## config.mk

```make
export PLATFORM = sky130hd
export DESIGN_NAME = swm_cell
export DESIGN_NICKNAME = d
export VERILOG_FILES = /design/src/rtl/swm_pkg.sv /design/src/rtl/swm_cell.sv
export SDC_FILE = /design/constraint.sdc
export NUM_CORES = 1
export LEC_CHECK = 0
export ABC_AREA = 1
export BUFFER_PORTS_ARGS = -buffer_cell sky130_fd_sc_hd__buf_2
export CAP_MARGIN = 20
export CORE_MARGIN = 4
export CORE_UTILIZATION = 46
export CTS_BUF_LIST = sky130_fd_sc_hd__clkbuf_4 sky130_fd_sc_hd__clkbuf_8
export CTS_CLUSTER_SIZE = 25
export DETAILED_ROUTE_END_ITERATION = 7
export PLACE_DENSITY = 0.83
export SYNTH_ARGS = -nofsm -noshare
export SYNTH_HDL_FRONTEND = slang
export SYNTH_SLANG_ARGS = --single-unit
```

## constraint.sdc

```tcl
create_clock -name clk -period 2.7 [get_ports clk]
set_input_delay 0.54 -clock clk [delete_from_list [all_inputs] [get_ports clk]]
set_output_delay 0.54 -clock clk [all_outputs]
set_load 0.005 [all_outputs]
```

## src/rtl/swm_pkg.sv

```systemverilog
package swm_pkg;

    // Width of the window_size register field and its reset value
    localparam int         CFG_W     = 7;
    localparam logic [6:0] WIN_RESET = 7'd3;

    // Register index codes, taken from paddr[2]
    localparam logic REG_WINDOW_SIZE = 1'b0;

    // Per-beat control broadcast to every cell of the chain
    typedef struct packed {
        logic load;   // a sample beat is accepted this cycle
        logic start;  // the beat opens a new frame
    } swm_ctl_t;

endpackage

```

## src/rtl/swm_cell.sv

```systemverilog
module swm_cell
    import swm_pkg::*;
#(
    parameter int DATA_WIDTH = 32
) (
    input  logic                         clk,
    input  swm_ctl_t                     ctl,
    input  logic signed [DATA_WIDTH-1:0] sample,
    input  logic signed [DATA_WIDTH-1:0] prev_max,
    output logic signed [DATA_WIDTH-1:0] max_next,
    output logic signed [DATA_WIDTH-1:0] max_q
);

    logic signed [DATA_WIDTH-1:0] max_reg;

    // Merge the new sample with the running max handed over by the neighbor;
    // a frame start drops whatever the older frame left behind
    always_comb
    begin
        if (ctl.start || (sample > prev_max))
        begin
            max_next = sample;
        end
        else
        begin
            max_next = prev_max;
        end
    end

    // Hold the max of the last (index + 1) samples of the frame
    always_ff @(posedge clk)
    begin
        if (ctl.load)
        begin
            max_reg <= max_next;
        end
    end

    assign max_q = max_reg;

endmodule
```

==> results of run 1 <==
[logic make-up after synthesis]
logic type / after synthesis / share of synthesized area [%]
AOI/OAI and AO/OA: 19 / 4.43
adders and majority gates: 32 / 17.3
buffers and inverters: 51 / 9.41
DFF: 32 / 41.5
and+or+nand+nor: 151 / 27.4
[stage by stage]
| stage | setup WS (ps) | utilization [%] | instances | setup TNS (ps) | hold slack, ps |
|---|---|---|---|---|---|
| 3_5_place_dp | -273 | 66.5 | 492 | -6500 | 850 |
| 3_3_place_gp | -210 | 66.5 | 492 | -4360 | 844 |
| 4_1_cts | -129 | 87.4 | 545 | -3220 | 566 |
| 2_1_floorplan | 258 | - | 285 | 0 | 652 |
[layer usage]
metal,global-route usage (%),overflow
met1,74.4,0
met2,98.0,62
met3,50.6,0
met4,86.4,27
met5,3.64,0
[timing repair]
item | 4_1_cts
pin swaps | 26
endpoints found under the setup margin | 32
resized for setup | 125
setup buffers | 46
gates cloned | 1
hold buffers | 0
==> summary.txt, run 1 <==
Yosys
  – Yosys top cell by area: edfxtp_1
  – Number of synthesized flops with an enable pin: 32
  – Gate Count Post-Synth: 285
  – #FFs+latches synth: 32
  – Synth Area per Inst: 8.12 um^2
  – Ranking of synthesized cells by area: edfxtp_1, ha_1, nand2_1, nand3_1, inv_1
  – Post-synth cell types: 17
  – Most instantiated cells after synthesis: nand2_1, inv_1, nand3_1
  – Synth Cell Area: 2310 um^2
  – Synth Flop Type: edfxtp_1
  – Sequential area share after synthesis: 41.5%
  – Syn Nets: 384
  – Post-synth top area share: 41.5%
  – Warnings, synthesis: 0
  – Async set-reset flop share out of synthesis: 0%
  – Cell with the most instances after synthesis: nand2_1

Clock network
  – Clock root buffer: clkbuf_8
  – Clock sinks: 32
  – Max H-tree Level: 2
  – Clock buffer count from CTS: 5
  – Clk buf depth: 2

Placement
  – Placer congestion estimate: 0.820
  – Area post-placement: 3180 um^2
  – Post-DP HPWL: 5.22 mm
  – IO buf count: 130

Floorplan
  – Die W: 78.9 um
  – Starting density of the core: about half
  – I/O pin cnt: 131
  – Height of the die: a little under 80 um
  – # rows: 25

Timing
  – Worst EP kind: primary output
  – Post-GRT worst EP: max_next[23]

Outcome
  – Stop stage: global routing
  – Tool Error: [ERROR GRT-0232] Routing congestion too high. Check the congestion heatmap in the GUI.
  – Outcome: aborted with a tool error

Global route
  – Total grt overflow: between 80 and 90
  – Total GRT Usage: about three quarters
  – Largest net degree at the start of global routing: 33
==> run 2, diff against run 1 <==
Settings changed: CORE_UTILIZATION 46 to 40, CTS_BUF_LIST sky130_fd_sc_hd__clkbuf_4 sky130_fd_sc_hd__clkbuf_8 to default, CTS_CLUSTER_SIZE 25 to default, PLACE_DENSITY 0.83 to default, PLACE_DENSITY_LB_ADDON from default to 0.15.
==> summary.txt, run 2 <==
Yosys
  – Gate Count Post-Synth: 285
  – Number of synthesized flops with an enable pin: 32
  – Synth Flop Type: edfxtp_1
  – Async set-reset flop share out of synthesis: 0%
  – Post-synth top area share: roughly 42%
  – Yosys top cell by area: edfxtp_1
  – Warnings, synthesis: 0
  – #FFs+latches synth: 32
  – Ranking of synthesized cells by area: edfxtp_1, ha_1, nand2_1, nand3_1, inv_1
  – Cell with the most instances after synthesis: nand2_1
  – Synth Cell Area: ~2300 um^2
  – Most instantiated cells after synthesis: nand2_1, inv_1, nand3_1
  – Synth Area per Inst: 8.12 um^2
  – Sequential area share after synthesis: 41.5%
  – Post-synth cell types: 17
  – Syn Nets: 384

Layout
  – Fillcell total: 300
  – Most frequent cells in the layout: buf_2, nand2_2, buf_4, nand2_1, buf_6
  – Ant diodes: 0
  – Nets@finish: 577
  – Share of cells above drive strength 1: 76.6%
  – Max reg flops: 32
  – P&R area growth vs syn: 105%
  – Commonest non-fill, non-tap cell in the layout: buf_2
  – Finished Core Util: 85.3%

Worst setup path
  – Worst Setup End Kind: output port
  – Crit path kind: in -> out
  – Crit path buf inv count: 7
  – Worst path slowest cell: ha_4
  – Slowest stage delay, CP: 260 ps
  – Crit Path Max Fanout: 8
  – CP Data Arrival Time: around 2300 ps
  – CP Launch Point: prev_max[19]
  – Crit path cell chain: buf_8 > inv_4 > ha_4 > nand2_2 > inv_2 > buf_4 > nand4_1 > nor2_4 > nand2_2 > nand2_2 > nand2_2 > nand3_4 > buf_6 > buf_16 > nand3_2 > nand2_2 > buf_2
  – Crit path depth: 17
  – Most frequent CP cell: nand2_2
  – Worst Path Required: between 2000 and 2500 ps
  – Crit-path leading delay family: simple AND/OR/NAND/NOR gates
  – Critical Path Start Type: input pin

Placement
  – IO buf count: 130
  – Post-DP HPWL: 5.16 mm
  – Pre-CTS setup slack: -208 ps
  – Placer congestion estimate: just over 0.7

Detailed routing
  – Routed vias/inst: 5.02
  – ANT nets after route: 0
  – Total wire length: roughly 9.5 mm
  – Routed vias: 2763
  – Wire per inst: 17.3 um
  – DRC: 0
  – DRT Pass-1 Iters: 4
  – Iter 0 DRT Violations: 85

Floorplan
  – # rows: 27
  – Height of the die: ~84 um
  – Core box area: 5570 um^2
  – Die W: 84.1 um
  – I/O pin cnt: ~130
  – Full die area: 7070 um^2
  – Starting density of the core: 41.5%

Timing
  – Hold Fails Final Rpt: 0
  – Setup_tns: -3720 ps
  – Final slew viol count: 0
  – Tcrit/Tclk final: 106%
  – RSZ-0062 raised after global routing: true
  – Measured slew at the worst slew-check pin: 837 ps
  – Slew headroom: 44.2%
  – Final setup margin: -158 ps
  – Setup Viol. Count Final: 35
  – FMAX: about 0.35 GHz
  – Min Hold Slack: 541 ps
  – Final min period: between 2000 and 3000 ps

Power and ir drop
  – Max IR drop VDD: 0.285 mV
  – Power per standard cell area: 416 nW/um^2
  – P_leak: between 2 and 2.5 nW

Clock network
  – Hold_buf cts: 0
  – Clk slew on worst S/H paths: about 70 ps
  – Clock buffer count from CTS: 5
  – Clk buf depth: 2
  – Clock root buffer: clkbuf_8
  – CTS tree: done
  – Max H-tree Level: 2
  – Clock sinks: 32

Global route
  – First-pass GRT wire length: 12.8 mm
  – Initial antenna violation count: 0
  – Vias in the first global route: 2720
  – Total GRT Usage: 22.9%
  – Total grt overflow: 0
  – Largest net degree at the start of global routing: 33

Outcome
  – Outcome: finished, violations left
  – Violated checks: negative setup slack

Hold path
  – Type of the tightest min-delay check: in -> reg
  – Hold Startpoint: sample[5]
  – Hold Path Depth: 3

Job
  – Max_cap viols: 0
-- run 2: cell counts after synthesis --
Identical to the previous run, type by type.
-- run 2: power by group --
group	leakage [nW]	switching, mW	internal, mW
Combinational	1.92	0.456	0.529
Sequential	0.312	0.0135	0.620
Clock	0.0391	0.190	0.170
-- run 2: repair_timing --
| action | 4_1_cts | 5_1_grt |
|---|---|---|
| endpoints found under the setup margin | 32 | 37 |
| gates cloned | 4 | 2 |
| resized for setup | 107 | 136 |
| pin swaps | 42 | 60 |
| hold endpoints to repair | 0 | 0 |
| setup buffers | 36 | 9 |
-- run 2: metrics by stage --
step | instances | instance area (um^2) | power [mW]
after floorplan | 285 | 2310 | 0.876
after global placement | 495 | 3170 | 1.14
after detailed placement | 495 | 3170 | 1.15
after CTS | 542 | 4130 | 1.78
after global routing | 550 | 4750 | 2.09
final | 550 | 4750 | 1.98
-- run 2: area by class of cell --
type                    instances  area [um^2]  area share (%)
inverters                      42          175            3.69
clock inverters                 2         7.51           0.158
multi-input cells             202         1910            40.2
repair buffers                195         1540            32.4
flip-flops and latches         32          961            20.2
clock buffers                   5         68.8            1.45
well taps                      72         90.1            1.90
-- run 2: cells by family after synthesis --
logic type | count (synthesis) | share of synthesized area (%)
simple gates | 151 | 27.4
buf+inv | 51 | 9.41
fa+ha+maj | 32 | 17.3
flops | 32 | 41.5
compound gates | 19 | 4.43
-- run 2: final timing paths --
check	end
setup / recovery	max_next[16]
hold / removal	max_q[5]
-- run 2: metal layers --
layer,routed length [um],track usage (%),vias to the layer above,share of wire [%]
li1,-,-,1323,-
met1,3430,25.4,1302,36
met2,5280,42.0,115,56
met3,570,5.53,23,6.0
met4,225,8.04,0,2.4
met5,0,0,-,0
Power figures use the tool's default switching activity.
==> run 3, diff against run 2 <==
Settings changed: BUFFER_PORTS_ARGS -buffer_cell sky130_fd_sc_hd__buf_2 to -buffer_cell sky130_fd_sc_hd__buf_4.
==> summary.txt, run 3 (synthesis gave the netlist of run 2 again) <==
Outcome
  – Outcome: finished, violations left
  – Violated checks: negative setup slack

Clock network
  – Max H-tree Level: 2
  – Clock sinks: 32
  – Hold_buf cts: 0
  – Clock root buffer: clkbuf_8
  – Clk buf depth: 2
  – CTS tree: done
  – Clock buffer count from CTS: 5
  – Clk slew on worst S/H paths: 70 ps

Global route
  – Total GRT Usage: 23.3%
  – Total grt overflow: 0
  – First-pass GRT wire length: 13.2 mm
  – Initial antenna violation count: 0
  – Vias in the first global route: 2823
  – Largest net degree at the start of global routing: 33

Layout
  – Fillcell total: roughly 240
  – Final Non-Filler Cells: 530
  – Most frequent cells in the layout: buf_4, buf_6, nand2_4, nand2_1, edfxtp_1
  – P&R area growth vs syn: 111%
  – Nets@finish: 557
  – Commonest non-fill, non-tap cell in the layout: buf_4
  – Ant diodes: 0
  – Finished Core Util: 87.4%
  – Area of the multi-input gates: 1930 um^2
  – Register Area: 961 um^2
  – Max reg flops: 32
  – Share of cells above drive strength 1: 69.4%

Worst setup path
  – Worst Setup End Kind: output port
  – Critical Path Start Type: input pin
  – Crit path kind: in -> out
  – Crit Path Max Fanout: 8
  – Worst Path Required: 2160 ps
  – CP Data Arrival Time: roughly 2500 ps

Floorplan
  – Core box area: roughly 5600 um^2
  – Full die area: 7070 um^2
  – # rows: 27
  – Height of the die: 84.1 um
  – I/O pin cnt: 131
  – Starting density of the core: 41.5%
  – Die W: 84.1 um

Power and ir drop
  – Design Power: 2.01 mW
  – P_leak: 2.32 nW
  – Power per standard cell area: between 400 and 500 nW/um^2
  – Max IR drop VDD: 0.277 mV

Placement
  – Post-DP HPWL: roughly 5.3 mm
  – Placer congestion estimate: 0.746
  – Placed insts: 494
  – IO buf count: 130

Timing
  – Setup Viol. Count Final: 35
  – FMAX: 0.328 GHz
  – Slew headroom: between 60% and 70%
  – RSZ-0062 raised after global routing: true
  – Final slew viol count: 0
  – Final min period: between 3000 and 4000 ps
  – Tcrit/Tclk final: 113%
  – Measured slew at the worst slew-check pin: between 400 and 500 ps
  – Hold Fails Final Rpt: 0
  – Final setup margin: -351 ps

Detailed routing
  – Routed vias: 2730
  – Total wire length: between 9 and 10 mm
  – Routed vias/inst: 5.15
  – ANT nets after route: 0
  – DRC: 0
  – Wire per inst: between 15 and 20 um
  – Iter 0 DRT Violations: about 110
  – DRT Pass-1 Iters: 4

Job
  – Max_cap viols: 0

Hold path
  – Type of the tightest min-delay check: in -> reg
  – Hold Path Depth: 3
[run 3: cell count changes in the layout (fill, tap and decap cells not counted), sizes merged]
cell,delta
clkbuf,-2
buf,-18
[run 3: critical path, cell delays in order]
cell and delay, ps:
buf_4 130, ha_4 270, nand2_1 90, nor2_2 170
nand2_2 100, inv_1 90, nand2_1 60, nand2_1 90
nand2_2 80, nand2_2 80, nand2_2 60, nand3_4 80
nand2_4 80, buf_12 140, buf_16 140, nand2_1 80
nand2_1 80, buf_4 140
[run 3: what timing repair did]
| item | CTS | global route |
|---|---|---|
| pin swaps | 24 | 48 |
| resized for setup | 120 | 124 |
| gates cloned | 3 | 0 |
| endpoints found under the setup margin | 32 | 35 |
| buffers inserted | 25 | 8 |
[run 3: worst paths after layout]
| path | end | from |
|---|---|---|
| setup / recovery | max_next[19] | sample[11] |
| hold / removal | max_q[28] | sample[28] |
[run 3: area by class of cell]
cell class	count	share of cell area (%)
clock buffers	5	1.41
inverters	42	3.54
repair buffers	175	33.7
flip-flops and latches	32	19.7
multi-input cells	202	39.6
clock inverters	2	0.154
well taps	72	1.85
[run 3: stage by stage]
step | setup TNS, ps | setup slack [ps] | cell area, um^2 | hold slack (ps)
after floorplan | 0 | 258 | 2310 | 652
final | -9970 | -351 | 4870 | 553
after detailed placement | -6000 | -221 | 3490 | 845
after CTS | -4780 | -159 | 4380 | 545
after global routing | -13410 | -455 | 4870 | 567
after global placement | -4810 | -199 | 3490 | 844
[run 3: power by group]
group | internal [mW] | total [mW] | switching [mW] | leakage (nW)
logic | 0.558 | 1.02 | 0.459 | 1.97
registers | 0.620 | 0.637 | 0.0165 | 0.312
clock network | 0.170 | 0.361 | 0.190 | 0.0391
total | 1.35 | 2.01 | 0.666 | 2.32
[run 3: routing by layer]
| layer | share of wire (%) | GRT usage (%) | up-vias |
|---|---|---|---|
| li1 | - | - | 1279 |
| met1 | 35 | 25.0 | 1297 |
| met2 | 56 | 44.0 | 126 |
| met3 | 6.1 | 6.32 | 28 |
| met4 | 2.6 | 6.87 | 0 |
| met5 | 0 | 0 | - |
